`src/hdl/cbmr_pkg.sv`:
```
// ----------------------------------------------------------------------------
// cbmr_pkg
// Shared types and constants of the cartridge bank mapper with real-time
// clock: request and result items, clock command and clock time groups.
// ----------------------------------------------------------------------------
package cbmr_pkg;

    // default bank address widths
    localparam int ROM_BANK_BITS_DEF = 7;
    localparam int RAM_BANK_BITS_DEF = 2;

    // clock counts at this rate
    localparam logic [20:0] TICKS_PER_SECOND = 21'd1048576;
    localparam logic [5:0]  SECOND_LIMIT     = 6'd60;
    localparam logic [5:0]  MINUTE_LIMIT     = 6'd60;
    localparam logic [4:0]  HOUR_LIMIT       = 5'd24;

    // enable key that opens the A000-BFFF window
    localparam logic [3:0] ENABLE_KEY = 4'hA;

    // ram/clock select codes
    localparam logic [7:0] SEL_RAM_LAST = 8'h03;
    localparam logic [7:0] SEL_SECONDS  = 8'h08;
    localparam logic [7:0] SEL_MINUTES  = 8'h09;
    localparam logic [7:0] SEL_HOURS    = 8'h0A;
    localparam logic [7:0] SEL_DAY_LO   = 8'h0B;
    localparam logic [7:0] SEL_DAY_HI   = 8'h0C;

    localparam logic [7:0] OPEN_BUS   = 8'hFF;
    localparam logic [7:0] LATCH_ARM  = 8'h00;
    localparam logic [7:0] LATCH_FIRE = 8'h01;

    // configuration register indexes
    localparam logic [0:0] CFG_ROM_LIMIT = 1'b0;
    localparam logic [0:0] CFG_RAM_LIMIT = 1'b1;

    typedef enum logic [1:0] {
        REQ_READ  = 2'd0,
        REQ_WRITE = 2'd1,
        REQ_TICK  = 2'd2,
        REQ_NOP   = 2'd3
    } req_type_t;

    typedef enum logic [1:0] {
        KIND_NONE   = 2'd0,
        KIND_ROM_RD = 2'd1,
        KIND_RAM_RD = 2'd2,
        KIND_RAM_WR = 2'd3
    } kind_t;

    typedef enum logic [2:0] {
        FLD_NONE    = 3'd0,
        FLD_SECONDS = 3'd1,
        FLD_MINUTES = 3'd2,
        FLD_HOURS   = 3'd3,
        FLD_DAY_LO  = 3'd4,
        FLD_DAY_HI  = 3'd5
    } rtc_field_t;

    typedef struct packed {
        req_type_t   req_type;
        logic [15:0] bus_address;
        logic [7:0]  bus_data;
        logic [7:0]  tick_cycles;
    } req_item_t;

    typedef struct packed {
        kind_t       target_kind;
        logic [20:0] mem_address;
        logic [7:0]  read_value;
        logic [7:0]  mem_write_value;
    } rsp_item_t;

    // command from the bus decoder to the clock
    typedef struct packed {
        logic        tick;
        logic [7:0]  cycles;
        rtc_field_t  wr_field;
        logic [7:0]  wr_data;
        logic        latch;
    } rtc_cmd_t;

    // clock time fields
    typedef struct packed {
        logic        halt;
        logic [5:0]  seconds;
        logic [5:0]  minutes;
        logic [4:0]  hours;
        logic [8:0]  days;
        logic        carry;
    } rtc_time_t;

endpackage

```
`src/hdl/cbmr_if.sv`:
```
// ----------------------------------------------------------------------------
// cbmr interfaces
// Valid/ready channels for requests, results and configuration writes.
// ----------------------------------------------------------------------------
interface cbmr_req_if;
    logic        valid;
    logic        ready;
    logic [1:0]  req_type;
    logic [15:0] bus_address;
    logic [7:0]  bus_data;
    logic [7:0]  tick_cycles;

    modport source (output valid, req_type, bus_address, bus_data, tick_cycles,
                    input ready);
    modport sink   (input valid, req_type, bus_address, bus_data, tick_cycles,
                    output ready);
endinterface

interface cbmr_rsp_if;
    logic        valid;
    logic        ready;
    logic [1:0]  target_kind;
    logic [20:0] mem_address;
    logic [7:0]  read_value;
    logic [7:0]  mem_write_value;

    modport source (output valid, target_kind, mem_address, read_value,
                    mem_write_value, input ready);
    modport sink   (input valid, target_kind, mem_address, read_value,
                    mem_write_value, output ready);
endinterface

interface cbmr_cfg_if;
    logic       valid;
    logic       ready;
    logic [0:0] index;
    logic [6:0] data;

    modport source (output valid, index, data, input ready);
    modport sink   (input valid, index, data, output ready);
endinterface

```
`src/hdl/cbmr_rtc.sv`:
```
// ----------------------------------------------------------------------------
// cbmr_rtc
// Real-time clock: sub-second counter, seconds/minutes/hours/days chain,
// field writes and the latched copy read by the bus.
// ----------------------------------------------------------------------------
module cbmr_rtc (
    input  logic               clk,
    input  logic               rst_n,
    input  logic               fire,
    input  cbmr_pkg::rtc_cmd_t cmd,
    output cbmr_pkg::rtc_time_t held
);
    import cbmr_pkg::*;

    rtc_time_t   time_reg, time_next;
    rtc_time_t   held_reg, held_next;
    logic [20:0] sub_reg, sub_next;

    logic [21:0] sub_sum;
    logic [5:0]  sec_inc;
    logic [5:0]  min_inc;
    logic [4:0]  hour_inc;
    logic [9:0]  day_inc;

    assign sub_sum  = {1'b0, sub_reg} + 22'(cmd.cycles);
    assign sec_inc  = time_reg.seconds + 6'd1;
    assign min_inc  = time_reg.minutes + 6'd1;
    assign hour_inc = time_reg.hours + 5'd1;
    assign day_inc  = {1'b0, time_reg.days} + 10'd1;

    // next clock state
    always_comb
    begin
        time_next = time_reg;
        sub_next  = sub_reg;
        held_next = held_reg;
        if (cmd.tick && !time_reg.halt)
        begin
            // chain stops at the first field that does not roll over
            if (sub_sum >= 22'(TICKS_PER_SECOND))
            begin
                sub_next = 21'(sub_sum - 22'(TICKS_PER_SECOND));
                time_next.seconds = sec_inc;
                if (sec_inc == SECOND_LIMIT)
                begin
                    time_next.seconds = '0;
                    time_next.minutes = min_inc;
                    if (min_inc == MINUTE_LIMIT)
                    begin
                        time_next.minutes = '0;
                        time_next.hours   = hour_inc;
                        if (hour_inc == HOUR_LIMIT)
                        begin
                            time_next.hours = '0;
                            if (day_inc[9])
                            begin
                                time_next.days  = '0;
                                time_next.carry = 1'b1;
                            end
                            else
                            begin
                                time_next.days = day_inc[8:0];
                            end
                        end
                    end
                end
            end
            else
            begin
                sub_next = sub_sum[20:0];
            end
        end
        // field writes
        unique case (cmd.wr_field)
            FLD_SECONDS:
            begin
                time_next.seconds = cmd.wr_data[5:0];
                sub_next          = '0;
            end
            FLD_MINUTES: time_next.minutes = cmd.wr_data[5:0];
            FLD_HOURS:   time_next.hours   = cmd.wr_data[4:0];
            FLD_DAY_LO:  time_next.days    = {time_reg.days[8], cmd.wr_data};
            FLD_DAY_HI:
            begin
                time_next.days  = {cmd.wr_data[0], time_reg.days[7:0]};
                time_next.halt  = cmd.wr_data[6];
                time_next.carry = cmd.wr_data[7];
            end
            default: ;
        endcase
        // latch copy
        if (cmd.latch)
        begin
            held_next = time_reg;
        end
    end

    // clock registers
    always_ff @(posedge clk or negedge rst_n)
    begin
        if (!rst_n)
        begin
            time_reg <= '0;
            held_reg <= '0;
            sub_reg  <= '0;
        end
        else if (fire)
        begin
            time_reg <= time_next;
            held_reg <= held_next;
            sub_reg  <= sub_next;
        end
    end

    assign held = held_reg;

endmodule

```
`src/hdl/cbmr_decode.sv`:
```
// ----------------------------------------------------------------------------
// cbmr_decode
// Bus decoder and mapper registers: maps reads and writes to ROM, RAM or
// clock, keeps enable, bank and latch registers, issues clock commands.
// ----------------------------------------------------------------------------
module cbmr_decode #(
    parameter int ROM_BANK_BITS = cbmr_pkg::ROM_BANK_BITS_DEF,
    parameter int RAM_BANK_BITS = cbmr_pkg::RAM_BANK_BITS_DEF
) (
    input  logic                clk,
    input  logic                rst_n,
    input  logic                fire,
    input  cbmr_pkg::req_item_t item,
    input  logic [6:0]          rom_limit,
    input  logic [1:0]          ram_limit,
    input  cbmr_pkg::rtc_time_t held,
    output cbmr_pkg::rsp_item_t result,
    output cbmr_pkg::rtc_cmd_t  rtc_cmd
);
    import cbmr_pkg::*;

    localparam logic [6:0] ROM_WMASK = 7'((1 << ROM_BANK_BITS) - 1);
    localparam logic [1:0] RAM_WMASK = 2'((1 << RAM_BANK_BITS) - 1);

    logic [3:0] enable_reg, enable_next;
    logic [6:0] rom_sel_reg, rom_sel_next;
    logic [7:0] ram_sel_reg, ram_sel_next;
    logic [7:0] latch_reg, latch_next;

    logic       in_rom0, in_romx, in_ram;
    logic       enabled, ram_mapped;
    logic [6:0] rom_bank;
    logic [1:0] ram_bank;
    logic [7:0] clock_value;

    assign in_rom0    = (item.bus_address[15:14] == 2'b00);
    assign in_romx    = (item.bus_address[15:14] == 2'b01);
    assign in_ram     = (item.bus_address[15:13] == 3'b101);
    assign enabled    = (enable_reg == ENABLE_KEY);
    assign ram_mapped = (ram_sel_reg <= SEL_RAM_LAST);

    // bank selection, with a ROM bank of zero taken as one
    assign rom_bank = ((rom_sel_reg == 7'd0) ? 7'd1 : rom_sel_reg) & rom_limit & ROM_WMASK;
    assign ram_bank = ram_sel_reg[1:0] & ram_limit & RAM_WMASK;

    // latched clock read
    always_comb
    begin
        unique case (ram_sel_reg)
            SEL_SECONDS: clock_value = {2'b00, held.seconds};
            SEL_MINUTES: clock_value = {2'b00, held.minutes};
            SEL_HOURS:   clock_value = {3'b000, held.hours};
            SEL_DAY_LO:  clock_value = held.days[7:0];
            SEL_DAY_HI:  clock_value = {held.carry, held.halt, 5'b00000, held.days[8]};
            default:     clock_value = OPEN_BUS;
        endcase
    end

    // decode of one transaction
    always_comb
    begin
        result       = '0;
        rtc_cmd      = '0;
        enable_next  = enable_reg;
        rom_sel_next = rom_sel_reg;
        ram_sel_next = ram_sel_reg;
        latch_next   = latch_reg;
        unique case (item.req_type)
            REQ_READ:
            begin
                if (in_rom0)
                begin
                    result.target_kind = KIND_ROM_RD;
                    result.mem_address = {5'd0, item.bus_address};
                end
                else if (in_romx)
                begin
                    result.target_kind = KIND_ROM_RD;
                    result.mem_address = {rom_bank, item.bus_address[13:0]};
                end
                else if (in_ram)
                begin
                    if (!enabled)
                    begin
                        result.read_value = OPEN_BUS;
                    end
                    else if (ram_mapped)
                    begin
                        result.target_kind = KIND_RAM_RD;
                        result.mem_address = {6'd0, ram_bank, item.bus_address[12:0]};
                    end
                    else
                    begin
                        result.read_value = clock_value;
                    end
                end
            end
            REQ_WRITE:
            begin
                unique case (item.bus_address[15:13])
                    3'b000: enable_next  = item.bus_data[3:0];
                    3'b001: rom_sel_next = item.bus_data[6:0];
                    3'b010,
                    3'b011: ram_sel_next = item.bus_data;
                    3'b100,
                    3'b111,
                    3'b110: ;
                    3'b101:
                    begin
                        if (enabled && ram_mapped)
                        begin
                            result.target_kind     = KIND_RAM_WR;
                            result.mem_address     = {6'd0, ram_bank, item.bus_address[12:0]};
                            result.mem_write_value = item.bus_data;
                        end
                        else if (enabled)
                        begin
                            unique case (ram_sel_reg)
                                SEL_SECONDS: rtc_cmd.wr_field = FLD_SECONDS;
                                SEL_MINUTES: rtc_cmd.wr_field = FLD_MINUTES;
                                SEL_HOURS:   rtc_cmd.wr_field = FLD_HOURS;
                                SEL_DAY_LO:  rtc_cmd.wr_field = FLD_DAY_LO;
                                SEL_DAY_HI:  rtc_cmd.wr_field = FLD_DAY_HI;
                                default:     rtc_cmd.wr_field = FLD_NONE;
                            endcase
                            rtc_cmd.wr_data = item.bus_data;
                        end
                    end
                    default: ;
                endcase
                // 6000-7FFF is the latch register, not the select
                if (item.bus_address[15:13] == 3'b011)
                begin
                    ram_sel_next  = ram_sel_reg;
                    rtc_cmd.latch = (item.bus_data == LATCH_FIRE) && (latch_reg == LATCH_ARM);
                    latch_next    = item.bus_data;
                end
            end
            REQ_TICK:
            begin
                rtc_cmd.tick   = 1'b1;
                rtc_cmd.cycles = item.tick_cycles;
            end
            REQ_NOP: ;
            default: ;
        endcase
    end

    // mapper registers
    always_ff @(posedge clk or negedge rst_n)
    begin
        if (!rst_n)
        begin
            enable_reg  <= '0;
            rom_sel_reg <= 7'd1;
            ram_sel_reg <= '0;
            latch_reg   <= '0;
        end
        else if (fire)
        begin
            enable_reg  <= enable_next;
            rom_sel_reg <= rom_sel_next;
            ram_sel_reg <= ram_sel_next;
            latch_reg   <= latch_next;
        end
    end

endmodule

```
`src/hdl/cartridge_bank_mapper_rtc_unit.sv`:
```
// ----------------------------------------------------------------------------
// cartridge_bank_mapper_rtc_unit
// Cartridge bank controller with real-time clock: bus decode, bank mapping
// and clock, with an input register and a result register.
// ----------------------------------------------------------------------------
// Each transaction (bus read, bus write, clock tick or no-op) is taken into
// an input register, then decoded and applied to the mapper and clock state
// as it moves to an output register, where its single result is held; a
// result is presented from the output register and can be taken at the
// following edge. One transaction is accepted every cycle as long as the
// result register drains; the rate is set by the decode and clock update
// between the two registers. ROM and RAM are external: results carry physical
// addresses. Configuration writes are taken at any time and must only be
// issued while no transaction is in flight.
module cartridge_bank_mapper_rtc_unit #(
    parameter int ROM_BANK_BITS = cbmr_pkg::ROM_BANK_BITS_DEF,
    parameter int RAM_BANK_BITS = cbmr_pkg::RAM_BANK_BITS_DEF
) (
    input  logic      clk,
    input  logic      rst_n,
    cbmr_req_if.sink  req,
    cbmr_rsp_if.source rsp,
    cbmr_cfg_if.sink  cfg
);
    import cbmr_pkg::*;

    logic       in_valid_reg;
    req_item_t  in_item_reg;
    logic       out_valid_reg;
    rsp_item_t  out_item_reg;
    logic [6:0] rom_limit_reg;
    logic [1:0] ram_limit_reg;

    logic       fire;
    logic       out_free;
    rsp_item_t  result;
    rtc_cmd_t   rtc_cmd;
    rtc_time_t  held;

    // handshake control
    assign out_free  = !out_valid_reg || rsp.ready;
    assign fire      = in_valid_reg && out_free;
    assign req.ready = !in_valid_reg || out_free;
    assign cfg.ready = 1'b1;

    // input register
    always_ff @(posedge clk or negedge rst_n)
    begin
        if (!rst_n)
        begin
            in_valid_reg <= 1'b0;
        end
        else if (req.ready)
        begin
            in_valid_reg <= req.valid;
        end
    end

    always_ff @(posedge clk)
    begin
        if (req.valid && req.ready)
        begin
            in_item_reg <= '{req_type:    req_type_t'(req.req_type),
                             bus_address: req.bus_address,
                             bus_data:    req.bus_data,
                             tick_cycles: req.tick_cycles};
        end
    end

    // result register
    always_ff @(posedge clk or negedge rst_n)
    begin
        if (!rst_n)
        begin
            out_valid_reg <= 1'b0;
        end
        else if (out_free)
        begin
            out_valid_reg <= fire;
        end
    end

    always_ff @(posedge clk)
    begin
        if (fire)
        begin
            out_item_reg <= result;
        end
    end

    assign rsp.valid           = out_valid_reg;
    assign rsp.target_kind     = out_item_reg.target_kind;
    assign rsp.mem_address     = out_item_reg.mem_address;
    assign rsp.read_value      = out_item_reg.read_value;
    assign rsp.mem_write_value = out_item_reg.mem_write_value;

    // configuration registers
    always_ff @(posedge clk or negedge rst_n)
    begin
        if (!rst_n)
        begin
            rom_limit_reg <= 7'd127;
            ram_limit_reg <= 2'd3;
        end
        else if (cfg.valid)
        begin
            unique case (cfg.index)
                CFG_ROM_LIMIT: rom_limit_reg <= cfg.data;
                CFG_RAM_LIMIT: ram_limit_reg <= cfg.data[1:0];
                default: ;
            endcase
        end
    end

    cbmr_decode #(
        .ROM_BANK_BITS (ROM_BANK_BITS),
        .RAM_BANK_BITS (RAM_BANK_BITS)
    ) u_decode (
        .clk       (clk),
        .rst_n     (rst_n),
        .fire      (fire),
        .item      (in_item_reg),
        .rom_limit (rom_limit_reg),
        .ram_limit (ram_limit_reg),
        .held      (held),
        .result    (result),
        .rtc_cmd   (rtc_cmd)
    );

    cbmr_rtc u_rtc (
        .clk   (clk),
        .rst_n (rst_n),
        .fire  (fire),
        .cmd   (rtc_cmd),
        .held  (held)
    );

`ifndef SYNTHESIS
    // a processed transaction always lands in the result register
    a_fire_to_result: assert property (@(posedge clk) disable iff (!rst_n)
        fire |=> out_valid_reg)
        else $error("processed transaction did not reach result register");

    // a waiting transaction is never dropped from the input register
    a_input_held: assert property (@(posedge clk) disable iff (!rst_n)
        (in_valid_reg && !fire) |=> in_valid_reg)
        else $error("input transaction lost while stalled");

    // clock ticks produce an empty result
    a_tick_empty: assert property (@(posedge clk) disable iff (!rst_n)
        (fire && in_item_reg.req_type == REQ_TICK) |=>
            (rsp.target_kind == KIND_NONE && rsp.read_value == 8'd0))
        else $error("clock tick produced a non-empty result");
`endif

endmodule
```
`src/flat_wrapper.sv`:
```
// flat-port wrapper written by rule: the top's interface ports become plain ports
module cartridge_bank_mapper_rtc_unit_flat import cbmr_pkg::*;
#(
    parameter int ROM_BANK_BITS = cbmr_pkg::ROM_BANK_BITS_DEF,
    parameter int RAM_BANK_BITS = cbmr_pkg::RAM_BANK_BITS_DEF
)
  (clk, rst_n, req_valid, req_req_type, req_bus_address, req_bus_data, req_tick_cycles, req_ready, rsp_valid, rsp_target_kind, rsp_mem_address, rsp_read_value, rsp_mem_write_value, rsp_ready, cfg_valid, cfg_index, cfg_data, cfg_ready);
  cbmr_req_if req_i ();
  cbmr_rsp_if rsp_i ();
  cbmr_cfg_if cfg_i ();
  input  logic clk;
  input  logic rst_n;
  input wire logic [$bits(req_i.valid)-1:0] req_valid;
  input wire logic [$bits(req_i.req_type)-1:0] req_req_type;
  input wire logic [$bits(req_i.bus_address)-1:0] req_bus_address;
  input wire logic [$bits(req_i.bus_data)-1:0] req_bus_data;
  input wire logic [$bits(req_i.tick_cycles)-1:0] req_tick_cycles;
  output wire logic [$bits(req_i.ready)-1:0] req_ready;
  output wire logic [$bits(rsp_i.valid)-1:0] rsp_valid;
  output wire logic [$bits(rsp_i.target_kind)-1:0] rsp_target_kind;
  output wire logic [$bits(rsp_i.mem_address)-1:0] rsp_mem_address;
  output wire logic [$bits(rsp_i.read_value)-1:0] rsp_read_value;
  output wire logic [$bits(rsp_i.mem_write_value)-1:0] rsp_mem_write_value;
  input wire logic [$bits(rsp_i.ready)-1:0] rsp_ready;
  input wire logic [$bits(cfg_i.valid)-1:0] cfg_valid;
  input wire logic [$bits(cfg_i.index)-1:0] cfg_index;
  input wire logic [$bits(cfg_i.data)-1:0] cfg_data;
  output wire logic [$bits(cfg_i.ready)-1:0] cfg_ready;
  assign req_i.valid = req_valid;
  assign req_i.req_type = req_req_type;
  assign req_i.bus_address = req_bus_address;
  assign req_i.bus_data = req_bus_data;
  assign req_i.tick_cycles = req_tick_cycles;
  assign req_ready = req_i.ready;
  assign rsp_valid = rsp_i.valid;
  assign rsp_target_kind = rsp_i.target_kind;
  assign rsp_mem_address = rsp_i.mem_address;
  assign rsp_read_value = rsp_i.read_value;
  assign rsp_mem_write_value = rsp_i.mem_write_value;
  assign rsp_i.ready = rsp_ready;
  assign cfg_i.valid = cfg_valid;
  assign cfg_i.index = cfg_index;
  assign cfg_i.data = cfg_data;
  assign cfg_ready = cfg_i.ready;
  cartridge_bank_mapper_rtc_unit #(.ROM_BANK_BITS(ROM_BANK_BITS), .RAM_BANK_BITS(RAM_BANK_BITS)) u_core (.clk(clk), .rst_n(rst_n), .req(req_i), .rsp(rsp_i), .cfg(cfg_i));
endmodule
```
`config.mk`:
```
export PLATFORM = sky130hd
export DESIGN_NAME = cartridge_bank_mapper_rtc_unit_flat
export DESIGN_NICKNAME = d
export VERILOG_FILES = /design/src/hdl/cbmr_pkg.sv /design/src/hdl/cbmr_if.sv /design/src/hdl/cbmr_rtc.sv /design/src/hdl/cbmr_decode.sv /design/src/hdl/cartridge_bank_mapper_rtc_unit.sv /design/src/flat_wrapper.sv
export SDC_FILE = /design/constraint.sdc
export NUM_CORES = 1
export LEC_CHECK = 0
export BUFFER_PORTS_ARGS = -buffer_cell sky130_fd_sc_hd__buf_2
export CAP_MARGIN = 0
export CORE_MARGIN = 8
export CORE_UTILIZATION = 54
export DETAILED_ROUTE_END_ITERATION = 10
export HOLD_SLACK_MARGIN = 0.06
export PLACE_DENSITY = 0.83
export SLEW_MARGIN = 20
export SYNTH_ARGS = -nofsm -noshare
export SYNTH_HDL_FRONTEND = slang
export SYNTH_SLANG_ARGS = --single-unit
```
`constraint.sdc`:
```
create_clock -name clk -period 3.4 [get_ports clk]
set_input_delay 0 -clock clk [delete_from_list [all_inputs] [get_ports clk]]
set_output_delay 0 -clock clk [all_outputs]
set_load 0.05 [all_outputs]
```
# Word-level counts from Yosys, hierarchy flattened
# Cells that the tools add are included.
word_totals:
  reg_bits: 188
  inputBits: 47
  output_inout_bits: 42
  word_cells: 155
classes:
  n_addsub: 6
  magnitude_cmp: 2
  n_eq_ne: 22
  n_mux: 34
  bitwise: 8
  reduce_logical: 53
op_table:
  columns: ["cell", "count"]
  rows:
  - ["2-to-1 mux 23 bit", 6]
  - ["2-to-1 mux 21 bit", 4]
  - ["2-to-1 mux 27 bit", 3]
  - ["case mux 23 bit (2 select lines)", 1]
  - ["== test 8 x 4 -> 1 bit, second input constant", 5]
  - ["case mux 8 bit (5 select lines)", 1]
  - ["nonzero test 2 bit", 20]
  - ["2-to-1 mux 11 bit", 3]
  - ["2-to-1 mux 31 bit", 1]
  - ["adder 21 x 8 -> 22 bit", 1]
  - ["greater-or-equal comparator 22 x 21 -> 1 bit, second input constant", 1]
  - ["AND reduction 7 bit", 3]
  - ["subtractor 21 bit, second input constant", 1]
  - ["2-to-1 mux 9 bit", 2]
  - ["case mux 9 bit (2 select lines)", 1]
  - ["2-to-1 mux 8 bit", 2]
  - ["2-to-1 mux 15 bit", 1]
  - ["case mux 3 bit (5 select lines)", 1]
  - ["AND reduction 3 bit", 5]
  - ["adder 6 x 1 -> 6 bit, second input constant", 2]
  - ["== test 3 x 2 -> 1 bit, second input constant", 4]
  - ["== test 6 bit, second input constant", 2]
  - ["2-to-1 mux 12 bit", 1]
  - ["2-to-1 mux 6 bit", 2]
  - ["other kinds (28)", 52]

# Depth between registers and ports, before layout
logic_depth:
  depth_word: 9
  ltp_mapped: 11
  depth_no_buf: 10

# By module
# Synthesis repeated with hierarchy kept, for this count alone.
hier_totals:
  cells_unflattened: 738
  area_unflattened_um2: 8871.0
by_module_without_submodules:
  columns: ["mod", "instances", "cells_per_inst", "area_each_um2", "seq_area_each_um2"]
  rows:
  - ["cbmr_rtc", 1, 425, 4261.6, 1926.8]
  - ["cartridge_bank_mapper_rtc_unit", 1, 104, 2685.1, 2478.6]
  - ["cbmr_decode", 1, 209, 1924.3, 676.9]

# Worst setup path before layout
# OpenSTA, ideal clock, no wires.
synth_path:
  kind: "flip-flop to flip-flop"
  startpoint: "reg u_core.in_item_reg[33] in the netlist's numbering"
  endpoint: "reg u_core.u_rtc.time_reg[4] in the netlist's numbering"
  setup_ns: 0.120
  arrival_ns: 3.111
  setup_slack_ns: 0.170
  stages_incl_launch_ff: 11
  path_buffers: 0
  cell_sequence: "edfxtp_1 -> and2b_1 -> and2_1 -> ha_1 -> fa_1 -> a211oi_1 -> o211ai_1 -> and4_1 -> a211o_1 -> or4b_1 -> and3_1"
synth_between:
  elab_chain_len: 6
synth_lines:
  columns: ["element", "line_no", "source"]
  rows:
  - ["start: declaration", "cartridge_bank_mapper_rtc_unit.sv:28", "req_item_t in_item_reg;"]
  - ["start signal: assignment", "cartridge_bank_mapper_rtc_unit.sv:63", "in_item_reg <= '{req_type: req_type_t'(req.req_type),"]
  - ["== test 2 bit", "cbmr_decode.sv:68", "unique case (item.req_type)"]
  - ["2-to-1 mux 9 bit", "cbmr_decode.sv:68", null]
  - ["adder 21 x 8 -> 22 bit", "cbmr_rtc.sv:25", "assign sub_sum = {1'b0, sub_reg} + 22'(cmd.cycles);"]
  - ["greater-or-equal comparator 22 x 21 -> 1 bit", "cbmr_rtc.sv:40", "if (sub_sum >= 22'(TICKS_PER_SECOND))"]
  - ["nonzero test 2 bit (no source line)", null, null]
  - ["AND reduction 7 bit (no source line)", null, null]
  - ["end signal: assignment", "cbmr_rtc.sv:109", "time_reg <= time_next;"]
  - ["end: declaration", "cbmr_rtc.sv:15", "rtc_time_t time_reg, time_next;"]
# Parallel ways exist; a longest one is shown, timed or not.
# A chain may end at the register's enable or synchronous reset.

# Final worst setup path
layout_path:
  startpoint: "reg u_core.in_item_reg[33] in the netlist's numbering"
  endpoint: "reg u_core.u_rtc.time_reg[16] in the netlist's numbering"
layout_between:
  elab_chain_len: 6
layout_lines:
  columns: ["element", "line_no"]
  rows:
  - ["== test 2 bit", "cbmr_decode.sv:68"]
  - ["2-to-1 mux 9 bit", "cbmr_decode.sv:68"]
  - ["adder 21 x 8 -> 22 bit", "cbmr_rtc.sv:25"]
  - ["greater-or-equal comparator 22 x 21 -> 1 bit", "cbmr_rtc.sv:40"]
  - ["nonzero test 2 bit (no source line)", null]
  - ["AND reduction 4 bit (no source line)", null]
# Parallel ways exist; a longest one is shown, timed or not.

==> results_dict.tcl <==
set metrics [dict create \
    crit_path_end "u_core.u_rtc.time_reg[16]" \
    syn_avg_cell_area_sq_um 11.9 \
    gr-usage-all-layers_pct 22.8 \
    filler_cell_count 1145 \
    cts_buffers 17 \
    highest_fanout_seen_on_the_critical_path 12 \
    path_cells "and2b_1, buf_4, and2_1, ha_1, a211oi_1, o22ai_1, o21ai_0, a211oi_1, buf_4, a21oi_2, mux2_2" \
    place.port_buffers 87 \
    max_slew.worst_pin.slew_ns 0.947 \
    unrepaired_setup_endpoints_after_global_routing "yes" \
    vdd.ir_drop.worst_mv 0.369 \
    max-clock-path-buffers 2 \
    initial_core_util_pct 54.5 \
    floorplan.io_pins 89 \
    die_area_sq_um 20900 \
    vias_in_the_first_global_route 6943 \
    share_of_cells_above_drive_strength_1_pct 28.6 \
    drtPass1Iterations 6 \
    grt_first_pass_wirelength_um 36400 \
    timing.final.crit_share_pct 96.0 \
    global_route_total_overflow 0 \
    fraction_of_the_core_area_covered_by_cells_at_the_end_of_the_flow_pct 66.0 \
    timing.hold.ws_ns 0.0825 \
    post_synth_instance_area_sq_um 8940 \
    synth-edff-count 73 \
    clockRootBuffer "sky130_fd_sc_hd__clkbuf_16" \
    worst_setup_ep_type "flop" \
    timing.slew.headroom_pct 36.9 \
    crit_path_start_kind "flop" \
    timing.fmax_mhz 306 \
    dr.first_iter.drc_count 690 \
    yosys.area.top_type_share_pct 29.4 \
    period_minus_slack_ns 3.26 \
    grt_max_degree 69 \
    regToRegSetupSlack_ns 0.14 \
    maxCapViolCount 0 \
    ys_top_cells_by_area "sky130_fd_sc_hd__dfrtp_1 (29%), sky130_fd_sc_hd__edfxtp_1 (25%), sky130_fd_sc_hd__mux2_2 (8.7%), sky130_fd_sc_hd__dfstp_2 (2.9%), sky130_fd_sc_hd__nand2_1 (2.5%)" \
    detail_route.vias_per_cell 6.12 \
    timing.final.max_slew_violations 0 \
    worst_slack_after_detailed_placement_ns 0.109 \
    multiInputGateArea_sq_um 3690 \
    total_area_of_sequential_cells_sq_um 5080 \
    route.final.wire_length_um 23200 \
    holdCritPathClass "input pin to flop" \
    synth_async_sr_flop_share_pct 61.2 \
    route.detailed.wl_per_inst_um 20.5 \
    crit_arrival_ns 3.59 \
    reg_clk_slew_reported_paths_ns 0.08 \
    leakage_nw 4.58 \
    detailed_place_hpwl_um 15000 \
    ys_types 86 \
    floorplan.rows 47 \
    hold_path.startpoint "cfg_index" \
    postSynthRegisterBits 188 \
    route.detailed.drc 0 \
    final_nets 957 \
    synth_ff_type "sky130_fd_sc_hd__dfrtp_1" \
    outcome "finished clean" \
    reg2reg_to "u_core.u_rtc.time_reg[16]" \
    grt_util_met2_pct 38.2 \
    fp.coreArea_sq_um 16400 \
    cp_num_cells 11 \
    r2r_start "u_core.in_item_reg[33]" \
    grt_antenna_before_repair 1 \
    fp.dieW_um 145 \
    cts_tree "done" \
    setup_tns_ns 0 \
    critical_path_buf_inv_count 2 \
    cp_slowest_stage_delay_ns 0.42 \
    synthCells 752 \
    synth-seq-area-share_pct 56.9 \
    slowest_stage "sky130_fd_sc_hd__o21ai_0" \
    finalWorstSetupSlack_ns 0.135 \
    htreeDepth 4 \
    grt_use_met3_pct 4.33 \
    timing.reg2reg.worst_path_depth 11 \
    worst_clk_skew_ns 0.00890 \
    dpl_cell_area_sq_um 9700 \
    finalSetupViolCount 0 \
    worst_ep_required_time_ns 3.73 \
    report.final.hold_viol_count 0 \
    route.vias.total 6919 \
    top_usage_layer "met2" \
    detail-route-antenna-nets 0 \
    gp_congestion 0.948 \
    synth_area_leader_cell "sky130_fd_sc_hd__dfrtp_1" \
    timing.critical_path.max_delay_family "compound AO/OA/AOI/OAI gates" \
    worstSetupPathType "flop to flop" \
    gr-usage-met1_pct 27.1 \
    post_synthesis_net_count 812 \
    cts_sinks 188 \
    insertion_delay_ns 0.45 \
    whs_path_depth 3 \
    area_growth_syn_to_fin_pct 21.1 \
    yosys_warnings 0 \
    cellPowerDensity_nw_per_um2 515 \
    die_y_um 145 \
    postLayoutCellArea_sq_um 10800 \
    flip_flop_count_of_the_largest_register_after_layout 34 \
    crit_start "u_core.in_item_reg[33]" \
]
[per-layer routing]
layer  wire length [um]  share of wire [%]
met5                  0                  0
met4               1030                4.4
met3               1540                6.6
met2              11500                 50
met1               9050                 39
[worst min-delay path: stages]
cell                      delay, ns
sky130_fd_sc_hd__buf_2         0.09
sky130_fd_sc_hd__nor2b_1       0.14
sky130_fd_sc_hd__mux2_2        0.26
[what timing repair did]
action | CTS | global route
resized for setup | 1 | 9
endpoints found under the setup margin | 4 | 15
setup buffers | 0 | 1
hold endpoints to repair | 102 | 0
gates cloned | 0 | 0
pin swaps | 0 | 3
hold buffers | 47 | 0
[Yosys cell counts (all sizes together), types with 11 or more instances]
| cell | instances |
|---|---|
| inv | 15 |
| dfrtp | 105 |
| and2 | 26 |
| edfxtp | 73 |
| nor3 | 11 |
| nor4 | 12 |
| nand2 | 60 |
| a21oi | 43 |
| mux2 | 69 |
| ha | 12 |
| o21ai | 27 |
| and3 | 21 |
| o31ai | 13 |
| nand3 | 31 |
| nor2 | 40 |
| nand4 | 13 |
| clkbuf | 21 |
[worst min path at each step]
stage,endpoint,slack [ns]
3_5_place_dp,u_core.in_valid_reg,0.16
6_report,u_core.rom_limit_reg[4],0.08
5_1_grt,u_core.rom_limit_reg[6],0.10
2_1_floorplan,u_core.in_valid_reg,-0.30
4_1_cts,u_core.rom_limit_reg[5],0.07
3_3_place_gp,u_core.in_valid_reg,0.16
[cells in the final DEF (no fill, tap or decap), types with 26 or more instances in the layout]
master,count
sky130_fd_sc_hd__buf_2,86
sky130_fd_sc_hd__dlygate4sd3_1,47
sky130_fd_sc_hd__edfxtp_1,73
sky130_fd_sc_hd__nor2_1,37
sky130_fd_sc_hd__mux2_2,69
sky130_fd_sc_hd__dfrtp_1,105
sky130_fd_sc_hd__o21ai_0,26
sky130_fd_sc_hd__a21oi_1,42
sky130_fd_sc_hd__nand2_1,60
sky130_fd_sc_hd__nand3_1,30
[logic make-up (layout without fill, tap and decap cells)]
logic type,count (synthesis),in the layout,synth area share [%]
buf+inv,46,204,2.20
mux,72,72,9.17
xor+xnor,12,12,1.18
other cells,1,2,0.0420
fa+ha+maj,13,13,1.90
compound gates,161,161,12.5
flops,188,188,56.9
simple gates,259,259,16.1
[per-stage QoR]
step | power [mW] | std cells
3_5_place_dp | 3.52 | 1050
2_1_floorplan | 3.25 | 752
5_1_grt | 5.75 | 1131
3_3_place_gp | 3.48 | 1050
6_report | 5.57 | 1131
4_1_cts | 5.57 | 1129
[report_power, final]
part	total (mW)	internal (mW)	leakage (nW)	switching, mW
clock network	2.02	1.05	0.295	0.968
registers	2.72	2.57	2.20	0.151
logic	0.831	0.317	2.08	0.514
total	5.57	3.94	4.58	1.63
[final cells by class]
cell class | count | area share [%]
diodes | 1 | 0.0231
clock buffers | 17 | 3.93
clock inverters | 15 | 1.68
inverters | 15 | 0.520
multi-input cells | 518 | 34.1
flip-flops and latches | 188 | 47.0
well taps | 220 | 2.54
repair buffers | 157 | 10.2
Note: power is estimated with default switching activity, not from simulation.
